<file path="config.mk">
export PLATFORM = sky130hd
export DESIGN_NAME = seu_ctrl
export DESIGN_NICKNAME = d
export VERILOG_FILES = /design/src/design/seu_pkg.sv /design/src/design/seu_ctrl.sv
export VERILOG_INCLUDE_DIRS = /design/src /design/src/design
export SDC_FILE = /design/constraint.sdc
export NUM_CORES = 1
export LEC_CHECK = 0
export BUFFER_PORTS_ARGS = -buffer_cell sky130_fd_sc_hd__buf_2
export CORE_AREA = 3 3 40 42
export CTS_BUF_LIST = sky130_fd_sc_hd__clkbuf_4 sky130_fd_sc_hd__clkbuf_8
export CTS_CLUSTER_DIAMETER = 60
export DETAILED_ROUTE_END_ITERATION = 12
export DIE_AREA = 0 0 43 45
export SYNTH_ARGS = -nofsm -noshare
export SYNTH_HDL_FRONTEND = slang
export SYNTH_SLANG_ARGS = --single-unit
</file>
<file path="constraint.sdc">
create_clock -name aclk -period 1 [get_ports aclk]
set_input_delay 0.15 -clock aclk [delete_from_list [all_inputs] [get_ports aclk]]
set_output_delay 0.15 -clock aclk [all_outputs]
set_load 0.05 [all_outputs]
</file>
<file path="src/design/sequential_element_evaluator_unit_defines.svh">
// ----------------------------------------------------------------------------
// Sequential element evaluator: assertion macros
// Concurrent check helpers; they compile away when SYNTHESIS is defined.
// ----------------------------------------------------------------------------
`ifndef SEQUENTIAL_ELEMENT_EVALUATOR_UNIT_DEFINES_SVH
`define SEQUENTIAL_ELEMENT_EVALUATOR_UNIT_DEFINES_SVH

`ifndef SYNTHESIS

// property checked on every clock edge outside reset
`define SEU_ASSERT_RST(lbl, clk, rstn, prop) \
    lbl: assert property (@(posedge clk) disable iff (!rstn) (prop)) \
        else $error("seu check failed");

// expression that must never be true outside reset
`define SEU_ASSERT_NEVER(lbl, clk, rstn, expr) \
    lbl: assert property (@(posedge clk) disable iff (!rstn) !(expr)) \
        else $error("seu forbidden condition");

`else

`define SEU_ASSERT_RST(lbl, clk, rstn, prop)

`define SEU_ASSERT_NEVER(lbl, clk, rstn, expr)

`endif

`endif

</file>
<file path="src/design/seu_pkg.sv">
// ----------------------------------------------------------------------------
// seu_pkg
// Shared constants, codes and controller/datapath interface types.
// ----------------------------------------------------------------------------
package seu_pkg;

    // store geometry
    localparam int ELEMENT_COUNT = 1024;
    localparam int STATE_BITS    = 10;
    localparam int ADDR_W        = (ELEMENT_COUNT > 1) ? $clog2(ELEMENT_COUNT) : 1;

    // word field widths
    localparam int ID_W   = 10;
    localparam int TYPE_W = 3;
    localparam int IN_W   = 11;
    localparam int CNT_W  = 4;
    localparam int OUT_W  = 10;
    localparam int ERR_W  = 2;

    // element types
    localparam logic [TYPE_W-1:0] TYPE_BUTTON    = 3'd0;
    localparam logic [TYPE_W-1:0] TYPE_CLOCK_GEN = 3'd1;
    localparam logic [TYPE_W-1:0] TYPE_JK        = 3'd2;
    localparam logic [TYPE_W-1:0] TYPE_SHIFT_REG = 3'd3;
    localparam logic [TYPE_W-1:0] TYPE_LATCH_D   = 3'd4;
    localparam logic [TYPE_W-1:0] TYPE_FF_D      = 3'd5;
    localparam logic [TYPE_W-1:0] TYPE_MS_D      = 3'd6;
    localparam logic [TYPE_W-1:0] TYPE_STATELESS = 3'd7;

    // result error codes
    localparam logic [ERR_W-1:0] ERR_NONE      = 2'd0;
    localparam logic [ERR_W-1:0] ERR_SIZE      = 2'd1;
    localparam logic [ERR_W-1:0] ERR_STATELESS = 2'd2;

    // controller states
    typedef enum logic [1:0] {
        ST_CLEAR,
        ST_IDLE,
        ST_UPDATE
    } seu_state_t;

    // controller to datapath commands
    typedef struct packed {
        logic clear_wr;   // write zero at clear pointer, advance it
        logic accept;     // capture input word, start store read
        logic commit;     // write back state, load output register
    } seu_cmd_t;

    // datapath to controller status
    typedef struct packed {
        logic clear_last; // clear pointer at last entry
        logic out_full;   // output register holds an untaken word
    } seu_status_t;

endpackage

</file>
<file path="src/design/seu_ctrl.sv">
// ----------------------------------------------------------------------------
// seu_ctrl
// Controller FSM: clearing pass, input accept, update and commit sequencing.
// ----------------------------------------------------------------------------
`include "sequential_element_evaluator_unit_defines.svh"

module seu_ctrl (
    input  logic                 aclk,
    input  logic                 aresetn,
    input  logic                 s_valid,
    output logic                 s_ready,
    input  logic                 m_ready,
    input  seu_pkg::seu_status_t status,
    output seu_pkg::seu_cmd_t    cmd
);
    import seu_pkg::*;

    seu_state_t state_reg;
    seu_state_t state_next;
    logic       out_free;

    // output register is free now or is being emptied this cycle
    assign out_free = !status.out_full || m_ready;

    // state register
    always_ff @(posedge aclk) begin
        if (!aresetn) begin
            state_reg <= ST_CLEAR;
        end else begin
            state_reg <= state_next;
        end
    end

    // next state
    always_comb begin
        state_next = state_reg;
        case (state_reg)
            ST_CLEAR: begin
                if (status.clear_last) state_next = ST_IDLE;
            end
            ST_IDLE: begin
                if (s_valid) state_next = ST_UPDATE;
            end
            ST_UPDATE: begin
                if (out_free) state_next = ST_IDLE;
            end
            default: state_next = ST_CLEAR;
        endcase
    end

    // outputs
    always_comb begin
        s_ready      = 1'b0;
        cmd.clear_wr = 1'b0;
        cmd.accept   = 1'b0;
        cmd.commit   = 1'b0;
        case (state_reg)
            ST_CLEAR: begin
                cmd.clear_wr = 1'b1;
            end
            ST_IDLE: begin
                s_ready    = 1'b1;
                cmd.accept = s_valid;
            end
            ST_UPDATE: begin
                cmd.commit = out_free;
            end
            default: begin
                s_ready = 1'b0;
            end
        endcase
    end

    // checks
    `SEU_ASSERT_NEVER(a_accept_commit_overlap, aclk, aresetn, cmd.accept && cmd.commit)
    `SEU_ASSERT_RST(a_accept_to_update, aclk, aresetn, cmd.accept |=> state_reg == ST_UPDATE)
    `SEU_ASSERT_RST(a_commit_fills_out, aclk, aresetn, cmd.commit |=> status.out_full)
    `SEU_ASSERT_RST(a_stall_holds, aclk, aresetn, (state_reg == ST_UPDATE && status.out_full && !m_ready) |=> state_reg == ST_UPDATE)
    `SEU_ASSERT_RST(a_clear_ends, aclk, aresetn, (cmd.clear_wr && status.clear_last) |=> state_reg == ST_IDLE)

endmodule

</file>
* After elaboration in Yosys (flattened, before gate mapping)
Index checks and enable logic that the tools add are counted.
Operators by class: equality and inequality tests 5, add/sub/neg operators 0, reduce and logical (&&, ||, !) cells 4, divide/modulo/power cells 0, magnitude comparators 0, bitwise operators 0, shift operators 0, mux-type cells 8, $mul 0
Operators with widths (count):
- $mux 2 | 3
- $ne 2x2->1 const B | 3
- $pmux 2 s3 | 1
- $mux 1 | 4
- $reduce_and 3->1 | 1
- $eq 2x1->1 const B | 1
- $eq 2x2->1 const B | 1
- $logic_not 2->1 | 1
- $logic_not 1->1 | 1
- $logic_or 1x1->1 | 1
Storage, ports and cells: flip-flop bits (word level) 2, RAM bits 0, input port bits 6, memories kept 0, bits in latches 0, bits in read-only memories 0, output and inout bits 4

* Longest topological paths before layout
depth in word-level cells 4, gate-level depth with buffers 3, gate-level depth less buffers 3

* Worst setup path before layout
Ideal clock, no wire load.
path kind reg2reg, start register state_reg[1], end register state_reg[0], slack -0.385 ns, clock period less this slack 1.385 ns, data required time 0.940 ns, arrival 1.325 ns, buffers on the path 0, cell stages (with the launch flop) 3, cell sequence dfxtp_1 -> nor3b_2 -> o21a_1
On the way: cells in the longest elaborated chain, start to end 3, elaborated cells between the ends (all ways) 8, classes of those cells eq/ne (5); mux (1); reduce/logical (2)
Ends and longest elaborated chain:
- start, declared | line seu_ctrl.sv:18 | seu_state_t state_reg;
- start signal, assigned | line seu_ctrl.sv:30 | state_reg <= state_next;
- $eq 2x2->1, or another cell as far along | line seu_ctrl.sv:37 | case (state_reg)
- $ne 2x2->1 (no line)
- $reduce_and 3->1 (no line)
Parallel ways exist; a longest one is shown, timed or not. A chain may end at the register's enable or synchronous reset.

==> tab_implementation.tex <==
\begin{tabular}{lr}
\hline
Metric & Value \\
\hline
\multicolumn{2}{l}{\textbf{Clocking}} \\
\quad H-tree depth & 1 \\
\quad Number of buffers created by CTS & 3 \\
\quad Clk\_lat worst skew & 230 ps \\
\quad Clock transition at the registers of the reported paths & 40 ps \\
\quad CTS sink cnt & 2 \\
\quad Root buf cell & sky130\_fd\_sc\_hd\_\_clkbuf\_4 \\
\quad Clock tree from TritonCTS & built \\
\quad Clock Path Buffers & 2 \\
\multicolumn{2}{l}{\textbf{Detailed routing}} \\
\quad Routed length per instance & 8.86 µm \\
\quad Routed vias/inst & 3.26 \\
\quad Drt drc & 0 \\
\quad Via Count & 140 \\
\quad DR iter-0 viols & 1 \\
\quad Routed wire length & 381 µm \\
\quad Post-route ant nets & 0 \\
\quad Number of detailed-route iterations in the first pass & 2 \\
\multicolumn{2}{l}{\textbf{Synthesis}} \\
\quad Cell type with the largest total area after synthesis & sky130\_fd\_sc\_hd\_\_dfxtp\_1 \\
\quad Most numerous cell types in the synthesized netlist & 2 x sky130\_fd\_sc\_hd\_\_dfxtp\_1, 2 x sky130\_fd\_sc\_hd\_\_nor2\_1, 2 x sky130\_fd\_sc\_hd\_\_o21a\_1 \\
\quad Synth Register Bits & 2 \\
\quad Async set-reset flop share out of synthesis & 0\% \\
\quad Dominant cells by area after synthesis & sky130\_fd\_sc\_hd\_\_dfxtp\_1 33\%, sky130\_fd\_sc\_hd\_\_o21a\_1 12\%, sky130\_fd\_sc\_hd\_\_nor2b\_4 11\% \\
\quad Count of flip-flops with a built-in enable after synthesis & 0 \\
\quad Total nets after synthesis & 18 \\
\quad Mean Syn Cell Area & 10.1 µm² \\
\quad Cells after Synth & 12 \\
\quad Area share of the leading cell type in the synthesized netlist & 33.0\% \\
\quad Seq/Total Area, Yosys & 33.0\% \\
\quad Yosys synthesis warning count & 0 \\
\quad Area of the mapped netlist & 121 µm² \\
\quad Post-synth cell types & 9 \\
\quad Prevailing post-synth register cell & sky130\_fd\_sc\_hd\_\_dfxtp\_1 \\
\multicolumn{2}{l}{\textbf{Final layout}} \\
\quad Nets & 35 \\
\quad \# fillers & 141 \\
\quad Synthesis-to-finish area growth & 146\% \\
\quad Share of layout cells above drive strength 1 & 82.1\% \\
\quad Combined area of the multi-input logic cells & 95.1 µm² \\
\quad Footprint of the flip-flops and latches & 47.5 µm² \\
\quad Non-Filler Instances & 43 \\
\quad Inserted Diodes & 0 \\
\quad Largest register FFs & 2 \\
\multicolumn{2}{l}{\textbf{Pwr}} \\
\quad Part of the power in the clock network & 47.8\% \\
\quad Cell Int Power & 338 µW \\
\quad Leak & 0.000136 µW \\
\quad Cell Pwr Density & 1600 nW/µm² \\
\quad Peak VDD IR & 374 µV \\
\quad Net load switching power & 142 µW \\
\quad Combinational share of power & 32.8\% \\
\quad Overall power & 480 µW \\
\quad Fraction of power spent switching nets & 29.5\% \\
\quad Proportion of power drawn by flip-flops and latches & 19.4\% \\
\multicolumn{2}{l}{\textbf{Setup path}} \\
\quad CP required & 850 ps \\
\quad Stage delay of the slowest cell on the critical path & 350 ps \\
\quad CP max stage cell & sky130\_fd\_sc\_hd\_\_dfxtp\_4 \\
\quad Critical path, cell by cell & nor2b\_4 -> and2\_4 -> buf\_8 \\
\quad Critical path type & flip-flop to output port \\
\quad Kind of start point of the critical path & flip-flop \\
\quad Nature of the critical path endpoint & output port \\
\quad Crit Path Max Fanout & 3 \\
\quad Arrival time of the worst setup path & 1010 ps \\
\quad Worst-case reg-to-reg path depth & 3 \\
\multicolumn{2}{l}{\textbf{Global routing}} \\
\quad GRT Resource Usage Total & 5.16\% \\
\quad Global-route wire length before repair & 641 µm \\
\quad Initial antenna violation count & 0 \\
\quad Congestion Overflow GR & 0 \\
\quad Vias in the first global route & 157 \\
\quad Largest net degree at the start of global routing & 5 \\
\multicolumn{2}{l}{\textbf{STA}} \\
\quad Final setup violating endpoints & 4 \\
\quad Hold Fails Final Rpt & 0 \\
\quad Fmax & 0.863 GHz \\
\quad Aggregate negative setup slack & -526 ps \\
\quad Fin worst setup slack & -159 ps \\
\quad Minimum clock period after layout & 1160 ps \\
\quad Final clock skew & 8.24 ps \\
\quad Tightest Pin Transition & 243 ps \\
\quad RSZ-0062 raised after global routing & yes \\
\quad Portion of the clock cycle consumed by the worst path in the final layout & 116\% \\
\quad Worst rel slew slack & 83.8\% \\
\quad Max Transition Viols Final & 0 \\
\multicolumn{2}{l}{\textbf{Place}} \\
\quad Final weighted congestion in routability-driven placement & 0.579 \\
\quad Placed Cells incl. Taps & 39 \\
\quad \# port buffers & 9 \\
\multicolumn{2}{l}{\textbf{Die}} \\
\quad Starting density of the core & 9.44\% \\
\quad Die Footprint & 1940 µm² \\
\quad FP Rows & 13 \\
\quad Die Width & 43 µm \\
\quad Vertical die dimension & 45 µm \\
\quad Area of the placeable core & 1280 µm² \\
\quad I/O Pins & 10 \\
\multicolumn{2}{l}{\textbf{Hold path}} \\
\quad Depth of the worst hold-timing path & 2 \\
\quad HP Class & input port to flip-flop \\
\multicolumn{2}{l}{\textbf{Run status}} \\
\quad Violations in the final reports & setup timing \\
\quad Run status & complete, but fails checks \\
\multicolumn{2}{l}{\textbf{Flow run}} \\
\quad \# Max-Cap Violations & 0 \\
\hline
\end{tabular}
placed cells by master, fill, tap and decap left out, drive strengths merged:
| cell type | netlist | layout |
|---|---|---|
| buf | 0 | 12 |
| clkbuf | 0 | 4 |
| o21a | 2 | 2 |
| dfxtp | 2 | 2 |
| nor2b | 2 | 2 |
| nor2 | 2 | 2 |
| and2 | 1 | 1 |
| nor3b | 1 | 1 |
| a211oi | 1 | 1 |
| and3b | 1 | 1 |
worst max-delay path: cells and delay by family, from the launching register on:
family | cells | cell delay (ps)
buffers and inverters | 1 | 140
AND/OR/NAND/NOR | 2 | 290
flip-flops | 1 | 350
metrics by stage:
stage / instance area, µm² / worst slack [ps] / util, % / hold slack (ps)
CTS: 292 / -176 / 22.7 / 135
global placement: 218 / -48.8 / 16.9 / 386
finish: 299 / -159 / 23.3 / 143
detailed placement: 218 / -53.8 / 16.9 / 379
global route: 299 / -196 / 23.3 / 147
floorplan: 131 / -181 / - / 267
cell type report:
type	count	share of cell area, %
clock buffers	4	10.0
multi-input cells	10	31.8
flip-flops and latches	2	15.9
well taps	15	6.28
repair buffers	12	36.0
routing by layer:
layer  vias up  global-route usage [%]  routed length [µm]
met4         0                    5.42                   0
li1         74                       -                   -
met3         0                    2.79                  38
met5         -                       0                   0
met1        62                    3.61                  97
met2         4                    9.28                 245
path summary, 6_finish.rpt:
kind | endpoint | from | slack [ps]
min reg2reg | state_reg[0] | state_reg[0] | 600
min | state_reg[0] | aresetn | 140
max reg2reg | state_reg[1] | state_reg[0] | 10
max | cmd[1] | state_reg[0] | -160
power by group through the flow:
stage	Combinational [µW]	Sequential, µW	Clock (µW)
2_1_floorplan	77.9	96.6	0
3_3_place_gp	119	95.4	0
3_5_place_dp	120	95.4	0
4_1_cts	151	92.9	244
5_1_grt	166	93.8	251
6_report	157	93.2	229
cell families (layout without fill, tap and decap cells):
logic type,after synthesis,count (layout),share of synthesized area [%]
buf+inv,0,16,0
compound gates,3,3,18.6
flops,2,2,33.0
simple gates,7,7,48.5
timing repair:
action                                  CTS  global route
setup buffers                             0             0
hold buffers                              0             0
endpoints found under the setup margin    4             6
resized for setup                        14             2
No activity file was read; power rests on OpenSTA's default activity.
